[config.mk]
export PLATFORM = sky130hd
export DESIGN_NAME = radix_digit_converter
export DESIGN_NICKNAME = d
export VERILOG_FILES = /design/src/rdc_pkg.sv /design/src/radix_digit_converter.sv /design/src/rdc_sequencer.sv /design/src/rdc_datapath.sv
export SDC_FILE = /design/constraint.sdc
export NUM_CORES = 1
export LEC_CHECK = 0
export BUFFER_PORTS_ARGS = -buffer_cell sky130_fd_sc_hd__buf_4
export CAP_MARGIN = 20
export CORE_UTILIZATION = 62
export DETAILED_ROUTE_END_ITERATION = 8
export GPL_TIMING_DRIVEN = 0
export PLACE_DENSITY = 0.81
export SYNTH_ARGS = -nofsm -noshare
export SYNTH_HDL_FRONTEND = slang
export SYNTH_SLANG_ARGS = --single-unit
[constraint.sdc]
create_clock -name clk -period 3.9 [get_ports clk]
set_input_delay 0.195 -clock clk [delete_from_list [all_inputs] [get_ports clk]]
set_output_delay 0.195 -clock clk [all_outputs]
set_load 0.02 [all_outputs]
[src/rdc_pkg.sv]
package rdc_pkg;

  // Default significant width of the input value.
  localparam int VALUE_BITS_DEF = 31;

  // ASCII offsets for hexadecimal characters.
  localparam logic [7:0] ASCII_ZERO  = 8'd48;
  localparam logic [7:0] ASCII_ALPHA = 8'd55;
  localparam logic [3:0] HEX_TEN     = 4'd10;

  // Conversion modes carried in the request.
  typedef enum logic [1:0] {
    MODE_BIN = 2'd0,
    MODE_OCT = 2'd1,
    MODE_HEX = 2'd2,
    MODE_BCD = 2'd3
  } mode_t;

  // Datapath operation selected by the current control word.
  typedef enum logic [2:0] {
    OP_NOP      = 3'd0,
    OP_LOAD     = 3'd1,
    OP_DAB      = 3'd2,
    OP_BCD_LOAD = 3'd3,
    OP_SKIP     = 3'd4,
    OP_EMIT     = 3'd5
  } op_t;

  // Branch conditions tested by the sequencer.
  typedef enum logic [2:0] {
    C_ALWAYS    = 3'd0,
    C_INPUT     = 3'd1,
    C_NOT_BCD   = 3'd2,
    C_LAST_BIT  = 3'd3,
    C_SKIP_END  = 3'd4,
    C_CNT_ZERO  = 3'd5,
    C_EMIT_LAST = 3'd6
  } cond_t;

  localparam int PC_BITS = 3;
  typedef logic [PC_BITS-1:0] pc_t;

  // Program addresses.
  localparam pc_t STEP_WAIT   = 3'd0;
  localparam pc_t STEP_ROUTE  = 3'd1;
  localparam pc_t STEP_DABBLE = 3'd2;
  localparam pc_t STEP_UNPACK = 3'd3;
  localparam pc_t STEP_SKIP   = 3'd4;
  localparam pc_t STEP_CHECK  = 3'd5;
  localparam pc_t STEP_EMIT   = 3'd6;

  // One control word: operation, branch condition and target, and whether
  // a false condition holds the step or falls through to the next one.
  typedef struct packed {
    op_t   op;
    cond_t cond;
    pc_t   target;
    logic  hold;
  } uword_t;

  // Status flags from the datapath to the sequencer.
  typedef struct packed {
    logic have_input;
    logic is_bcd;
    logic last_bit;
    logic skip_end;
    logic cnt_zero;
    logic emit_last;
  } status_t;

  // Control store.
  function automatic uword_t ucode(pc_t pc);
    uword_t w;
    unique case (pc)
      STEP_WAIT:   w = '{op: OP_LOAD,     cond: C_INPUT,     target: STEP_ROUTE,  hold: 1'b1};
      STEP_ROUTE:  w = '{op: OP_NOP,      cond: C_NOT_BCD,   target: STEP_SKIP,   hold: 1'b0};
      STEP_DABBLE: w = '{op: OP_DAB,      cond: C_LAST_BIT,  target: STEP_UNPACK, hold: 1'b1};
      STEP_UNPACK: w = '{op: OP_BCD_LOAD, cond: C_ALWAYS,    target: STEP_SKIP,   hold: 1'b0};
      STEP_SKIP:   w = '{op: OP_SKIP,     cond: C_SKIP_END,  target: STEP_CHECK,  hold: 1'b1};
      STEP_CHECK:  w = '{op: OP_NOP,      cond: C_CNT_ZERO,  target: STEP_WAIT,   hold: 1'b0};
      STEP_EMIT:   w = '{op: OP_EMIT,     cond: C_EMIT_LAST, target: STEP_WAIT,   hold: 1'b1};
      default:     w = '{op: OP_NOP,      cond: C_ALWAYS,    target: STEP_WAIT,   hold: 1'b0};
    endcase
    return w;
  endfunction

  // Decimal digits needed for the largest value of the given bit width.
  function automatic int dec_digits(int bits);
    return (bits * 30103) / 100000 + 1;
  endfunction

endpackage

[src/radix_digit_converter.sv]
// The step sequencer runs one item at a time: it loads the value, runs the double
// dabble loop for BCD items, skips the leading zero digits and then sends the rest as
// beats. The double dabble loop takes one value bit per cycle. A zero value sends no beat.
// Reset (rst, synchronous) returns the sequencer to its wait step and empties the output.
module radix_digit_converter #(
  parameter int VALUE_BITS = rdc_pkg::VALUE_BITS_DEF
) (
  input  logic                               clk,
  input  logic                               rst,
  input  logic                               s_tvalid,
  output logic                               s_tready,
  input  logic [((VALUE_BITS + 7) / 8)*8-1:0] s_tdata,  // value
  input  logic [1:0]                         s_tuser,  // req_type
  output logic                               m_tvalid,
  input  logic                               m_tready,
  output logic [7:0]                         m_tdata,  // symbol
  output logic                               m_tlast   // last
);
  import rdc_pkg::*;

  op_t     op;
  status_t status;

  // Program sequencer.
  rdc_sequencer u_seq (
    .clk    (clk),
    .rst    (rst),
    .status (status),
    .op     (op)
  );

  // Conversion datapath and output register.
  rdc_datapath #(
    .VALUE_BITS (VALUE_BITS)
  ) u_dp (
    .clk        (clk),
    .rst        (rst),
    .op         (op),
    .in_valid   (s_tvalid),
    .in_mode    (s_tuser),
    .in_value   (s_tdata[VALUE_BITS-1:0]),
    .in_ready   (s_tready),
    .out_ready  (m_tready),
    .out_valid  (m_tvalid),
    .out_symbol (m_tdata),
    .out_last   (m_tlast),
    .status     (status)
  );

endmodule

[src/rdc_sequencer.sv]
module rdc_sequencer (
  input  logic             clk,
  input  logic             rst,
  input  rdc_pkg::status_t status,
  output rdc_pkg::op_t     op
);
  import rdc_pkg::*;

  pc_t    pc;
  pc_t    pc_next;
  uword_t word;
  logic   taken;

  // Fetch the control word for the current step.
  assign word = ucode(pc);
  assign op   = word.op;

  // Evaluate the branch condition.
  always_comb begin
    unique case (word.cond)
      C_ALWAYS:    taken = 1'b1;
      C_INPUT:     taken = status.have_input;
      C_NOT_BCD:   taken = !status.is_bcd;
      C_LAST_BIT:  taken = status.last_bit;
      C_SKIP_END:  taken = status.skip_end;
      C_CNT_ZERO:  taken = status.cnt_zero;
      C_EMIT_LAST: taken = status.emit_last;
      default:     taken = 1'b1;
    endcase
  end

  // Branch, hold, or fall through.
  always_comb begin
    if (taken) begin
      pc_next = word.target;
    end else if (word.hold) begin
      pc_next = pc;
    end else begin
      pc_next = pc + 1'b1;
    end
  end

  // Step counter.
  always_ff @(posedge clk) begin
    if (rst) begin
      pc <= STEP_WAIT;
    end else begin
      pc <= pc_next;
    end
  end

endmodule

[src/rdc_datapath.sv]
module rdc_datapath #(
  parameter int VALUE_BITS = rdc_pkg::VALUE_BITS_DEF
) (
  input  logic                  clk,
  input  logic                  rst,
  input  rdc_pkg::op_t          op,
  input  logic                  in_valid,
  input  logic [1:0]            in_mode,
  input  logic [VALUE_BITS-1:0] in_value,
  output logic                  in_ready,
  input  logic                  out_ready,
  output logic                  out_valid,
  output logic [7:0]            out_symbol,
  output logic                  out_last,
  output rdc_pkg::status_t      status
);
  import rdc_pkg::*;

  localparam int DIGITS    = dec_digits(VALUE_BITS);
  localparam int BCD_BITS  = 4 * DIGITS;
  localparam int OCT_LEN   = ((VALUE_BITS + 2) / 3) * 3;
  localparam int HEX_LEN   = ((VALUE_BITS + 3) / 4) * 4;
  localparam int RAD_MAX   = (OCT_LEN > HEX_LEN) ? OCT_LEN : HEX_LEN;
  localparam int WORK_BITS = (BCD_BITS > RAD_MAX) ? BCD_BITS : RAD_MAX;
  localparam int CNT_BITS  = $clog2(WORK_BITS + 1);
  localparam int BCNT_BITS = $clog2(VALUE_BITS + 1);

  mode_t                  mode;
  logic [VALUE_BITS-1:0]  src;
  logic [BCD_BITS-1:0]    bcd;
  logic [BCD_BITS-1:0]    bcd_adj;
  logic [BCNT_BITS-1:0]   bitcnt;
  logic [WORK_BITS-1:0]   work;
  logic [CNT_BITS-1:0]    cnt;
  logic [CNT_BITS-1:0]    skip_w;
  logic [CNT_BITS-1:0]    emit_w;
  logic                   top_zero;
  logic [3:0]             nib;
  logic [7:0]             digit;
  logic                   out_free;
  logic                   emit_fire;

  assign in_ready  = (op == OP_LOAD) && !rst;
  assign out_free  = !out_valid || out_ready;
  assign emit_fire = (op == OP_EMIT) && out_free;
  assign nib       = work[WORK_BITS-1 -: 4];

  // Digit widths and the leading digit for the current mode.
  always_comb begin
    unique case (mode)
      MODE_BIN: begin
        skip_w   = CNT_BITS'(1);
        emit_w   = CNT_BITS'(1);
        top_zero = !work[WORK_BITS-1];
        digit    = 8'(work[WORK_BITS-1]);
      end
      MODE_OCT: begin
        skip_w   = CNT_BITS'(3);
        emit_w   = CNT_BITS'(3);
        top_zero = (work[WORK_BITS-1 -: 3] == 3'd0);
        digit    = 8'(work[WORK_BITS-1 -: 3]);
      end
      MODE_HEX: begin
        skip_w   = CNT_BITS'(4);
        emit_w   = CNT_BITS'(4);
        top_zero = (nib == 4'd0);
        digit    = (nib < HEX_TEN) ? (ASCII_ZERO + 8'(nib)) : (ASCII_ALPHA + 8'(nib));
      end
      default: begin
        skip_w   = CNT_BITS'(4);
        emit_w   = CNT_BITS'(1);
        top_zero = (nib == 4'd0);
        digit    = 8'(work[WORK_BITS-1]);
      end
    endcase
  end

  // Add-3 correction on every decimal nibble before the shift.
  always_comb begin
    for (int i = 0; i < DIGITS; i++) begin
      if (bcd[i*4 +: 4] >= 4'd5) begin
        bcd_adj[i*4 +: 4] = bcd[i*4 +: 4] + 4'd3;
      end else begin
        bcd_adj[i*4 +: 4] = bcd[i*4 +: 4];
      end
    end
  end

  // Status for the sequencer.
  always_comb begin
    status.have_input = in_valid;
    status.is_bcd     = (mode == MODE_BCD);
    status.last_bit   = (bitcnt == BCNT_BITS'(1));
    status.cnt_zero   = (cnt == '0);
    status.skip_end   = (cnt == '0) || !top_zero;
    status.emit_last  = out_free && (cnt == emit_w);
  end

  // Working registers: load, double dabble, leading-zero skip and emission.
  always_ff @(posedge clk) begin
    unique case (op)
      OP_LOAD: begin
        if (in_valid) begin
          mode   <= mode_t'(in_mode);
          src    <= in_value;
          bcd    <= '0;
          bitcnt <= BCNT_BITS'(VALUE_BITS);
          unique case (mode_t'(in_mode))
            MODE_BIN: begin
              work <= WORK_BITS'(in_value) << (WORK_BITS - VALUE_BITS);
              cnt  <= CNT_BITS'(VALUE_BITS);
            end
            MODE_OCT: begin
              work <= WORK_BITS'(in_value) << (WORK_BITS - OCT_LEN);
              cnt  <= CNT_BITS'(OCT_LEN);
            end
            default: begin
              work <= WORK_BITS'(in_value) << (WORK_BITS - HEX_LEN);
              cnt  <= CNT_BITS'(HEX_LEN);
            end
          endcase
        end
      end
      OP_DAB: begin
        bcd    <= {bcd_adj[BCD_BITS-2:0], src[VALUE_BITS-1]};
        src    <= src << 1;
        bitcnt <= bitcnt - 1'b1;
      end
      OP_BCD_LOAD: begin
        work <= WORK_BITS'(bcd) << (WORK_BITS - BCD_BITS);
        cnt  <= CNT_BITS'(BCD_BITS);
      end
      OP_SKIP: begin
        if (top_zero && cnt != '0) begin
          work <= work << skip_w;
          cnt  <= cnt - skip_w;
        end
      end
      OP_EMIT: begin
        if (out_free) begin
          work <= work << emit_w;
          cnt  <= cnt - emit_w;
        end
      end
      default: begin
      end
    endcase
  end

  // Output register.
  always_ff @(posedge clk) begin
    if (rst) begin
      out_valid <= 1'b0;
    end else if (emit_fire) begin
      out_valid <= 1'b1;
    end else if (out_ready) begin
      out_valid <= 1'b0;
    end
  end

  always_ff @(posedge clk) begin
    if (emit_fire) begin
      out_symbol <= digit;
      out_last   <= (cnt == emit_w);
    end
  end

  // An emission step always has digits left to send.
  assert property (@(posedge clk) disable iff (rst) (op == OP_EMIT) |-> (cnt != '0))
    else $error("emission step entered with no digits left");

  // The double dabble loop never runs past the value's width.
  assert property (@(posedge clk) disable iff (rst) (op == OP_DAB) |-> (bitcnt != '0))
    else $error("double dabble step with bit count at zero");

  // Sending the final digit leaves a valid beat marked last.
  assert property (@(posedge clk) disable iff (rst)
      (emit_fire && cnt == emit_w) |=> (out_valid && out_last))
    else $error("final digit not marked last");

  // The skip step stops at the first nonzero digit.
  assert property (@(posedge clk) disable iff (rst)
      (op == OP_SKIP && !top_zero && cnt != '0) |=> $stable(cnt))
    else $error("skip step consumed a nonzero leading digit");

endmodule
==> results.py, run 1 <==
metrics = {
    "synthesis": {
        "synthXorXnorAreaFrac": 0.0190,
        "synth_top_family_by_area": "simple AND/OR/NAND/NOR gates",
        "netlist.area_leader.share": 0.452,
        "yosys.area_share.simple": 0.160,
        "synth_compound_area_frac": 0.142,
        "yosys_register_bits": 136,
        "synth_edf_count": 132,
        "synthArstFlopShare": 0,
        "synth.most_common_cell": "nand2_1",
        "syn-num-nets": 949,
        "synthAdderAreaFrac": 0.0579,
        "ys_seq_area_frac": 0.461,
        "netlist_top_cells_count": "193 x nand2_1, 132 x edfxtp_1, 62 x nor2_1",
        "synthCells": 871,
        "yosysUniqueCellTypes": 67,
        "synth_top_cell_by_area": "edfxtp_1",
        "yosysWarnings": 0,
        "synth_area_per_cell_um2": 10.1,
        "syn_area_um2": 8770,
        "yosys-top-cells-area": "edfxtp_1 45%, nand2_1 8.3%, mux2i_1 5.9%",
        "synthMuxAreaShare": 0.106,
        "synth_top_flop_cell": "edfxtp_1",
    },
    "clocking": {
        "htree_levels": 4,
        "root_buffer": "clkbuf_16",
        "clkSinkCount": 136,
        "post_cts_buffers": 0,
        "cts_buffer_depth": 2,
        "clkLatencyLatePin_ns": 0.43,
        "cts_resized": 0,
        "cts_buffers": 17,
        "cts_tree": "yes",
        "cts_hold_buf": 2,
        "clk_pin_slew_ns": 0.06,
    },
    "timing": {
        "hold_viol_final": 0,
        "relSlewSlack": 0.345,
        "fin_crit_sh": 0.831,
        "worst_slack_ns": 0.659,
        "rsz0062_at_grt": "no",
        "max_freq_ghz": 0.309,
        "skew_ns": 0.00746,
        "worst_pin_slew_ns": 0.983,
        "finalSetupTns_ns": 0,
        "setup_viol": 0,
        "finalCriticalPeriod_ns": 3.24,
        "drv_slew": 0,
    },
    "global_route": {
        "grt_remaining_overflow": 0,
        "grt_pass1_vias": 6883,
        "grt_max_degree": 47,
        "grt_pass1_wl_um": 35700,
        "antenna_found_initial": 0,
        "grt_usage": 0.326,
    },
    "drt": {
        "drt-wirelength-per-cell_um": 19.8,
        "drtIter0Drc": 1066,
        "routed_wl_um": 22400,
        "vias": 7187,
        "dr.pass1.iters": 8,
        "vias_per_cell": 6.34,
        "ant_nets": 0,
        "drc": 2,
    },
    "final_layout": {
        "fin_nets": 1019,
        "final_cells": 1133,
        "drive_gt1_frac": 0.144,
        "syn2layout_area_growth_pct": 13.9,
        "antenna_cells": 0,
        "fin_util": 0.723,
        "final_area_um2": 9990,
    },
    "setup_path": {
        "startpoint_type": "flop",
        "crit_chain": "ha_1 -> buf_4 -> inv_2 -> buf_4 -> buf_2 -> ha_1 -> a21o_1 -> a21o_1 -> or3_1 -> xor2_1 -> a21oi_1",
        "slowest_stage": "edfxtp_1",
        "critPathMaxFanout": 11,
        "worstPathArrival_ns": 3.40,
        "crit_required_ns": 4.06,
        "r2r.worst_path.cells": 11,
        "slowest_delay_ns": 0.44,
        "path_class": "flop to flop",
        "cp-end-kind": "flop",
    },
    "outcome": {
        "violations": "DRC",
        "status": "finished with violations",
    },
    "placement": {
        "place_area_um2": 9400,
        "placed_cells": 1099,
        "dp_hpwl_um": 15400,
        "place.gp.congestion": 0.929,
        "portBuffers": 46,
        "dp_slack_ns": 0.699,
    },
    "floorplanning": {
        "fp.dieW_um": 121,
        "die_h_um": 121,
        "placementRows": 43,
        "dieArea_um2": 14600,
        "start_util": 0.634,
        "core_um2": 13800,
        "ios": 49,
    },
    "power": {
        "p_leak_nw": 4.08,
        "power_density_nw_per_um2": 759,
        "p_seq_frac": 0.379,
        "comb_power_share": 0.416,
        "internal-power_mw": 4.62,
        "vdd_drop_max_uv": 507,
        "clock_power_share": 0.205,
        "power_switching_mw": 2.96,
        "swShare": 0.390,
    },
    "job": {
        "cap_violations": 0,
    },
    "hold_path": {
        "min_path_type": "input port to flop",
        "holdPathStages": 1,
    },
}
==> per-stage QoR <==
step           power [mW]  hold WS [ns]
2_1_floorplan        5.01         0.260
3_3_place_gp         5.78         0.404
3_5_place_dp         5.94         0.401
4_1_cts              7.51       0.00207
5_1_grt              7.98       0.00840
6_report             7.58        0.0176
==> state kept, by name, summed over array words and instances (netlist names) <==
| name | count |
|---|---|
| u_dp.bcd | 40 |
| u_dp.out_valid | 1 |
| u_dp.src | 31 |
| u_dp.mode | 2 |
| u_dp.out_symbol | 7 |
| u_dp.cnt | 6 |
| u_seq.pc | 3 |
| u_dp.work | 40 |
| u_dp.out_last | 1 |
| u_dp.bitcnt | 5 |
==> power groups by stage <==
stage	Clock (mW)	Sequential, mW	Combinational [mW]
finish	1.55	2.88	3.15
global route	1.62	2.93	3.44
CTS	1.56	2.85	3.10
detailed placement	0	2.87	3.07
global placement	0	2.89	2.89
floorplan	0	2.72	2.29
==> layout by cell type (no fill, tap or decap), types with 3 or more instances in the layout <==
master / n
buf_6: 6
nand3_1: 5
nand2b_1: 6
clkbuf_16: 17
ha_1: 39
o21ai_0: 39
mux2_2: 5
o211ai_1: 4
mux2_1: 3
mux2i_1: 52
nand2_1: 193
xnor2_1: 17
a211oi_1: 10
mux4_2: 13
o21bai_1: 7
clkinvlp_4: 5
buf_2: 14
clkbuf_1: 24
inv_1: 49
a22oi_1: 6
nor2b_1: 15
buf_4: 55
o21ai_1: 3
a222oi_1: 25
a22o_1: 21
nor2_1: 62
and2_1: 6
nor3_1: 18
dfxtp_1: 4
nor3b_1: 3
edfxtp_1: 132
a21oi_1: 40
==> layer usage <==
layer / share of wire / track usage
met5: 0 / 0
met2: 0.48 / 0.528
met1: 0.38 / 0.411
met3: 0.10 / 0.0799
met4: 0.032 / 0.157
==> cell families (layout without fill, tap and decap cells) <==
logic type      count (synthesis)  after routing
compound gates                175            175
mux                            74             74
other cells                     1              1
xor+xnor                       19             19
buf+inv                       102            184
flops                         136            136
simple gates                  324            324
fa+ha+maj                      40             40
==> critical path, delay by kind of cell, from the launching register on <==
family                   cells  cell delay, ns
AO/OA/AOI/OAI                3            0.48
XOR/XNOR                     1            0.16
adder cells (fa/ha/maj)      2            0.56
buffers and inverters        4            1.02
flip-flops                   1            0.44
AND/OR/NAND/NOR              1            0.32
==> path summary, 6_finish.rpt <==
kind,to,slack (ns),start
setup reg to reg,u_dp.cnt[5],0.66,u_dp.mode[0]
hold reg to reg,u_dp.src[19],0.51,u_dp.src[18]
hold / removal,u_dp.mode[1],0.02,s_tuser[1]
setup / recovery,u_dp.cnt[5],0.66,u_dp.mode[0]
==> final cells by class <==
class	instances	area, µm²
Buffer	52	284
Clock buffer	19	433
Clock inverter	12	129
Fill cell	1008	3840
Inverter	50	188
Multi-Input combinational cell	633	4260
Sequential cell	136	4040
Tap cell	180	225
Timing Repair Buffer	51	432
No activity file was read; power rests on OpenSTA's default activity.
==> run 2: changes to the inputs <==
==> constraint.sdc (replaced) <==
create_clock -name clk -period 3.15 [get_ports clk]
set_input_delay 0.1575 -clock clk [delete_from_list [all_inputs] [get_ports clk]]
set_output_delay 0.1575 -clock clk [all_outputs]
set_load 0.02 [all_outputs]
==> run 2 against run 1 <==
- the run still ends with DRC left
- global-route usage down 0.14 points
- fmax rose by 9.8%
- register-to-register slack worse by 0.46 ns
- clock skew is 0.0032 ns higher
- critical path depth is 1 lower
- clock power rose by 24%
- sequential power grew 23%
- count of clock-buffer cells in the layout unchanged
- critical endpoint unchanged
- largest cell class unchanged
- highest routed layer unchanged
==> results.py, run 2 (synthesis results as in run 1) <==
metrics = {
    "timing": {
        "worst_pin_slew_ns": 0.957,
        "max_freq_ghz": 0.339,
        "relSlewSlack": 0.362,
        "finalSetupTns_ns": 0,
        "setup_viol": 0,
        "drv_slew": 0,
        "fin_crit_sh": 0.937,
        "skew_ns": 0.0107,
        "finalCriticalPeriod_ns": 2.95,
        "whs_ns": 0.0238,
        "rsz0062_at_grt": "no",
        "hold_viol_final": 0,
    },
    "global_route": {
        "grt_remaining_overflow": 0,
        "grt_pass1_wl_um": 35600,
        "grt_pass1_vias": 6878,
        "antenna_found_initial": 0,
        "grt_usage": 0.325,
        "grt_max_degree": 47,
    },
    "drt": {
        "wl_met1_um": 8680,
        "vias_per_cell": 6.32,
        "drt-wirelength-per-cell_um": 19.7,
        "routed.top_layer": "met4",
        "ant_nets": 0,
        "drtIter0Drc": 942,
        "drc": 2,
        "dr.pass1.iters": 9,
        "dr_wl_met3_um": 2160,
        "routed-wl-met2_um": 10800,
        "vias": 7155,
        "routed_wl_um": 22300,
    },
    "clocking": {
        "root_buffer": "clkbuf_16",
        "cts_buffers": 17,
        "clkSinkCount": 136,
        "cts_tree": "yes",
        "htree_levels": 4,
        "clk_pin_slew_ns": 0.07,
        "cts_buffer_depth": 2,
        "clkLatencyLatePin_ns": 0.43,
    },
    "final_layout": {
        "fin_nets": 1019,
        "final_cell_mix": "193 x nand2_1, 132 x edfxtp_1, 62 x nor2_1",
        "drive_gt1_frac": 0.143,
        "antenna_cells": 0,
        "multi_input_area_um2": 4260,
        "fin_util": 0.723,
        "final_common_cell": "nand2_1",
        "regArea_um2": 4040,
        "final_area_um2": 10000,
        "n_fill_cell": 1004,
        "syn2layout_area_growth_pct": 14.0,
        "top_regs": "u_dp.bcd x40, u_dp.work x40, u_dp.src x31",
    },
    "power": {
        "vdd_drop_max_uv": 629,
        "p_leak_nw": 4.08,
        "power_density_nw_per_um2": 938,
        "power.total_mw": 9.38,
    },
    "hold_path": {
        "min_path_type": "input port to flop",
        "holdPathStages": 3,
    },
    "setup_path": {
        "path_class": "flop to flop",
        "startpoint_type": "flop",
        "ff2ff_setup_slack_ns": 0.20,
        "critPathMaxFanout": 20,
        "crit_required_ns": 3.31,
        "worstPathArrival_ns": 3.11,
        "cp-end-kind": "flop",
        "r2r.worst_path.cells": 10,
    },
    "job": {
        "cap_violations": 0,
    },
    "floorplanning": {
        "dieArea_um2": 14600,
        "ios": 49,
        "fp.dieW_um": 121,
        "core_um2": 13800,
        "die_h_um": 121,
        "start_util": 0.634,
        "placementRows": 43,
    },
    "placement": {
        "dp_hpwl_um": 15400,
        "place.gp.congestion": 0.929,
        "place_area_um2": 9400,
        "portBuffers": 46,
    },
    "outcome": {
        "violations": "DRC",
        "status": "finished with violations",
    },
}
-- run 2: layout make-up --
cell class                 count  share of cell area
tap                          180              0.0225
buffer                        51              0.0279
clock buffer                  19              0.0433
multi-input combinational    633               0.426
inverter                      50              0.0188
sequential                   136               0.404
clock inverter                12              0.0129
timing repair buffer          52              0.0438
-- run 2: layer usage --
layer / global-route usage / up-vias
li1: - / 3291
met1: 0.410 / 3411
met2: 0.530 / 399
met3: 0.0794 / 54
met4: 0.147 / 0
met5: 0 / -
-- run 2: worst paths after layout --
check | start | endpoint
worst max-delay path | u_dp.mode[0] | u_dp.cnt[5]
worst min-delay path | s_tdata[22] | u_dp.work[29]
worst max register to register | u_dp.mode[0] | u_dp.cnt[5]
worst min register to register | u_dp.src[18] | u_dp.src[19]
-- run 2: worst max-delay path, stage by stage (launching register included) --
cell	delay [ns]
edfxtp_1	0.44
ha_1	0.25
buf_4	0.19
inv_2	0.16
buf_4	0.37
ha_1	0.30
a21o_1	0.19
a21o_1	0.19
or3_1	0.32
xor2_1	0.16
a21oi_1	0.09
-- run 2: stage by stage --
stage	cells	worst slack, ns
floorplan	871	0.219
global placement	1097	-0.684
detailed placement	1099	-0.0508
CTS	1132	0.0245
global route	1133	0.0326
finish	1133	0.198
-- run 2: repair_timing --
action / 4_1_cts / 5_1_grt
setup endpoints to repair: 47 / 1
setup buffers: 0 / 1
gates cloned: 0 / 0
hold buffers: 3 / 0
hold endpoints to repair: 4 / 0
gates resized for setup: 1 / 0
-- run 2: where the power goes --
part	switching (mW)	internal, mW
clock network	0.767	1.15
registers	0.574	2.98
logic	2.31	1.59
==> run 3: changes to the inputs <==
--- a/config.mk
+++ b/config.mk
@@ -7,10 +7,11 @@
 export LEC_CHECK = 0
 export BUFFER_PORTS_ARGS = -buffer_cell sky130_fd_sc_hd__buf_4
 export CAP_MARGIN = 20
-export CORE_UTILIZATION = 62
+export CORE_UTILIZATION = 63
 export DETAILED_ROUTE_END_ITERATION = 8
 export GPL_TIMING_DRIVEN = 0
-export PLACE_DENSITY = 0.81
+export PLACE_DENSITY = 0.82
 export SYNTH_ARGS = -nofsm -noshare
 export SYNTH_HDL_FRONTEND = slang
+export SYNTH_HIERARCHICAL = 1
 export SYNTH_SLANG_ARGS = --single-unit
==> run 3 against run 2 <==
- the flow still finishes with violations (DRC)
- synthesized cell count rose by 20%
- register-to-register slack got worse by 0.18 ns
- via count rose by 25%
- combinational power rose by 26%
- fmax fell by 5.8%
- critical path type unchanged
- largest cell class unchanged
- largest power group unchanged
==> results.py, run 3 <==
metrics = {
    "outcome": {
        "status": "finished with violations",
        "violations": "DRC",
    },
    "clocking": {
        "cts_buffer_depth": 2,
        "clkSinkCount": 136,
        "root_buffer": "clkbuf_16",
        "htree_levels": 4,
        "cts_tree": "yes",
        "clkLatencyLatePin_ns": 0.42,
        "cts_buffers": 17,
        "clk_pin_slew_ns": 0.06,
    },
    "synthesis": {
        "synth_edf_count": 132,
        "syn_area_um2": 9620,
        "ys_seq_area_frac": 0.420,
        "synth_top_flop_cell": "edfxtp_1",
        "yosysUniqueCellTypes": 83,
        "synth_top_cell_by_area": "edfxtp_1",
        "synthCells": 1049,
        "synth_area_per_cell_um2": 9.17,
        "yosys_register_bits": 136,
        "netlist.area_leader.share": 0.412,
        "synth.most_common_cell": "nand2_1",
        "netlist_top_cells_count": "207 x nand2_1, 132 x edfxtp_1, 73 x nor2_1",
        "synthArstFlopShare": 0,
        "syn-num-nets": 1128,
        "yosys-top-cells-area": "edfxtp_1 41%, nand2_1 8.1%, mux2i_1 5.6%",
        "yosysWarnings": 6,
    },
    "drt": {
        "drtIter0Drc": 1448,
        "ant_nets": 0,
        "drc": 2,
        "vias_per_cell": 6.68,
        "routed_wl_um": 29400,
        "drt-wirelength-per-cell_um": 21.9,
        "dr.pass1.iters": 8,
        "vias": 8939,
    },
    "floorplanning": {
        "fp.dieW_um": 126,
        "ios": 49,
        "core_um2": 14700,
        "start_util": 0.654,
        "dieArea_um2": 15800,
        "die_h_um": 126,
        "placementRows": 44,
    },
    "timing": {
        "worst_pin_slew_ns": 0.848,
        "skew_ns": 0.00593,
        "drv_slew": 0,
        "fin_crit_sh": 0.995,
        "rsz0062_at_grt": "yes",
        "finalCriticalPeriod_ns": 3.13,
        "setup_viol": 0,
        "hold_viol_final": 0,
        "worst_slack_ns": 0.0163,
        "whs_ns": 0.0349,
        "relSlewSlack": 0.427,
        "max_freq_ghz": 0.319,
    },
    "setup_path": {
        "worstPathArrival_ns": 3.30,
        "cp_num_buf_inv": 5,
        "startpoint_type": "flop",
        "critPathMaxFanout": 7,
        "crit_required_ns": 3.32,
        "slowest_delay_ns": 0.36,
        "cp-end-kind": "flop",
        "path_class": "flop to flop",
        "critical_path.top_delay_family": "compound AO/OA/AOI/OAI gates",
        "crit_chain": "buf_6 -> inv_4 -> ha_4 -> or2_4 -> o22a_2 -> nor2_2 -> a21oi_2 -> buf_6 -> and4bb_4 -> a21o_1 -> buf_6 -> buf_4 -> nand2_2 -> o221a_2 -> a211o_1",
        "slowest_stage": "dfxtp_4",
        "path_common_cell": "buf_6",
    },
    "power": {
        "clock_power_share": 0.197,
        "swShare": 0.413,
        "power_switching_mw": 4.37,
        "internal-power_mw": 6.22,
        "p_seq_frac": 0.339,
        "p_leak_nw": 4.60,
        "power_density_nw_per_um2": 941,
        "vdd_drop_max_uv": 607,
        "comb_power_share": 0.464,
    },
    "placement": {
        "dp_hpwl_um": 20000,
        "portBuffers": 46,
        "place.gp.congestion": 0.980,
        "place_area_um2": 10200,
        "dp_slack_ns": -0.637,
        "placed_cells": 1280,
    },
    "final_layout": {
        "final_common_cell": "nand2_1",
        "drive_gt1_frac": 0.171,
        "syn2layout_area_growth_pct": 17.0,
        "fin_nets": 1220,
        "final_area_um2": 11300,
        "final_cell_mix": "206 x nand2_1, 132 x edfxtp_1, 75 x buf_4",
        "final_cells": 1338,
        "top_regs": "u_dp/bcd x40, u_dp/work x40, u_dp/src x31",
        "antenna_cells": 0,
    },
    "hold_path": {
        "min_path_type": "input port to flop",
    },
    "global_route": {
        "grt_max_degree": 21,
        "grt_remaining_overflow": 0,
        "grt_pass1_vias": 8256,
        "grt_pass1_wl_um": 45000,
        "grt_usage": 0.374,
        "antenna_found_initial": 0,
    },
    "job": {
        "cap_violations": 0,
    },
}
run 3: tightest hold or removal path: cells and delay by family:
kind            cells  cell delay [ns]
buf+inv             1             0.08
simple gates        1             0.10
compound gates      1             0.06
run 3: layout make-up:
cell class / count / area (µm²)
Buffer: 67 / 379
Inverter: 47 / 179
Tap cell: 184 / 230
Multi-Input combinational cell: 801 / 5210
Timing Repair Buffer: 71 / 596
Clock buffer: 19 / 433
Clock inverter: 13 / 175
Sequential cell: 136 / 4050
Fill cell: 1001 / 3440
run 3: worst paths after layout:
check / start / endpoint / slack, ns / cells after the start
setup reg to reg: u_seq/pc[0] / u_dp/work[10] / 0.02 / 15
hold reg to reg: u_dp/out_valid / u_dp/out_valid / 0.51 / 2
setup / recovery: u_seq/pc[0] / u_dp/work[10] / 0.02 / 15
hold / removal: m_tready / u_dp/out_valid / 0.03 / 3
run 3: per-layer routing:
metal	global-route usage	share of wire	wire length (µm)	vias up
li1	-	-	-	3995
met1	0.493	0.38	11200	4196
met2	0.570	0.44	13100	655
met3	0.110	0.13	3770	93
met4	0.175	0.045	1320	0
met5	0	0	0	-
run 3: logic make-up after synthesis:
group,share of synthesized area
fa+ha+maj,0.0549
mux,0.0777
other cells,0.000390
compound gates,0.178
buf+inv,0.0541
xor+xnor,0.0237
flops,0.420
simple gates,0.191
run 3: repair_timing:
action,CTS,global route
cloned,4,2
setup buffers,8,11
endpoints found under the setup margin,165,88
endpoints found under the hold margin,3,0
pin swaps,5,8
resized for setup,29,23
hold buffers,3,0
run 3: power groups by stage:
stage | registers (mW) | clock network (mW) | logic, mW
after floorplan | 3.37 | 0 | 3.12
after detailed placement | 3.57 | 0 | 4.23
after global routing | 3.64 | 2.17 | 5.26
after global placement | 3.55 | 0 | 4.10
after CTS | 3.53 | 2.10 | 4.59
final | 3.59 | 2.08 | 4.91
run 3: metrics by stage:
stage	utilization	TNS, ns	total power [mW]
6_report	0.766	0	10.6
2_1_floorplan	-	0	6.49
4_1_cts	0.756	0	10.2
3_3_place_gp	0.695	-73.59	7.65
5_1_grt	0.766	-0.0911	11.1
3_5_place_dp	0.697	-66.93	7.80
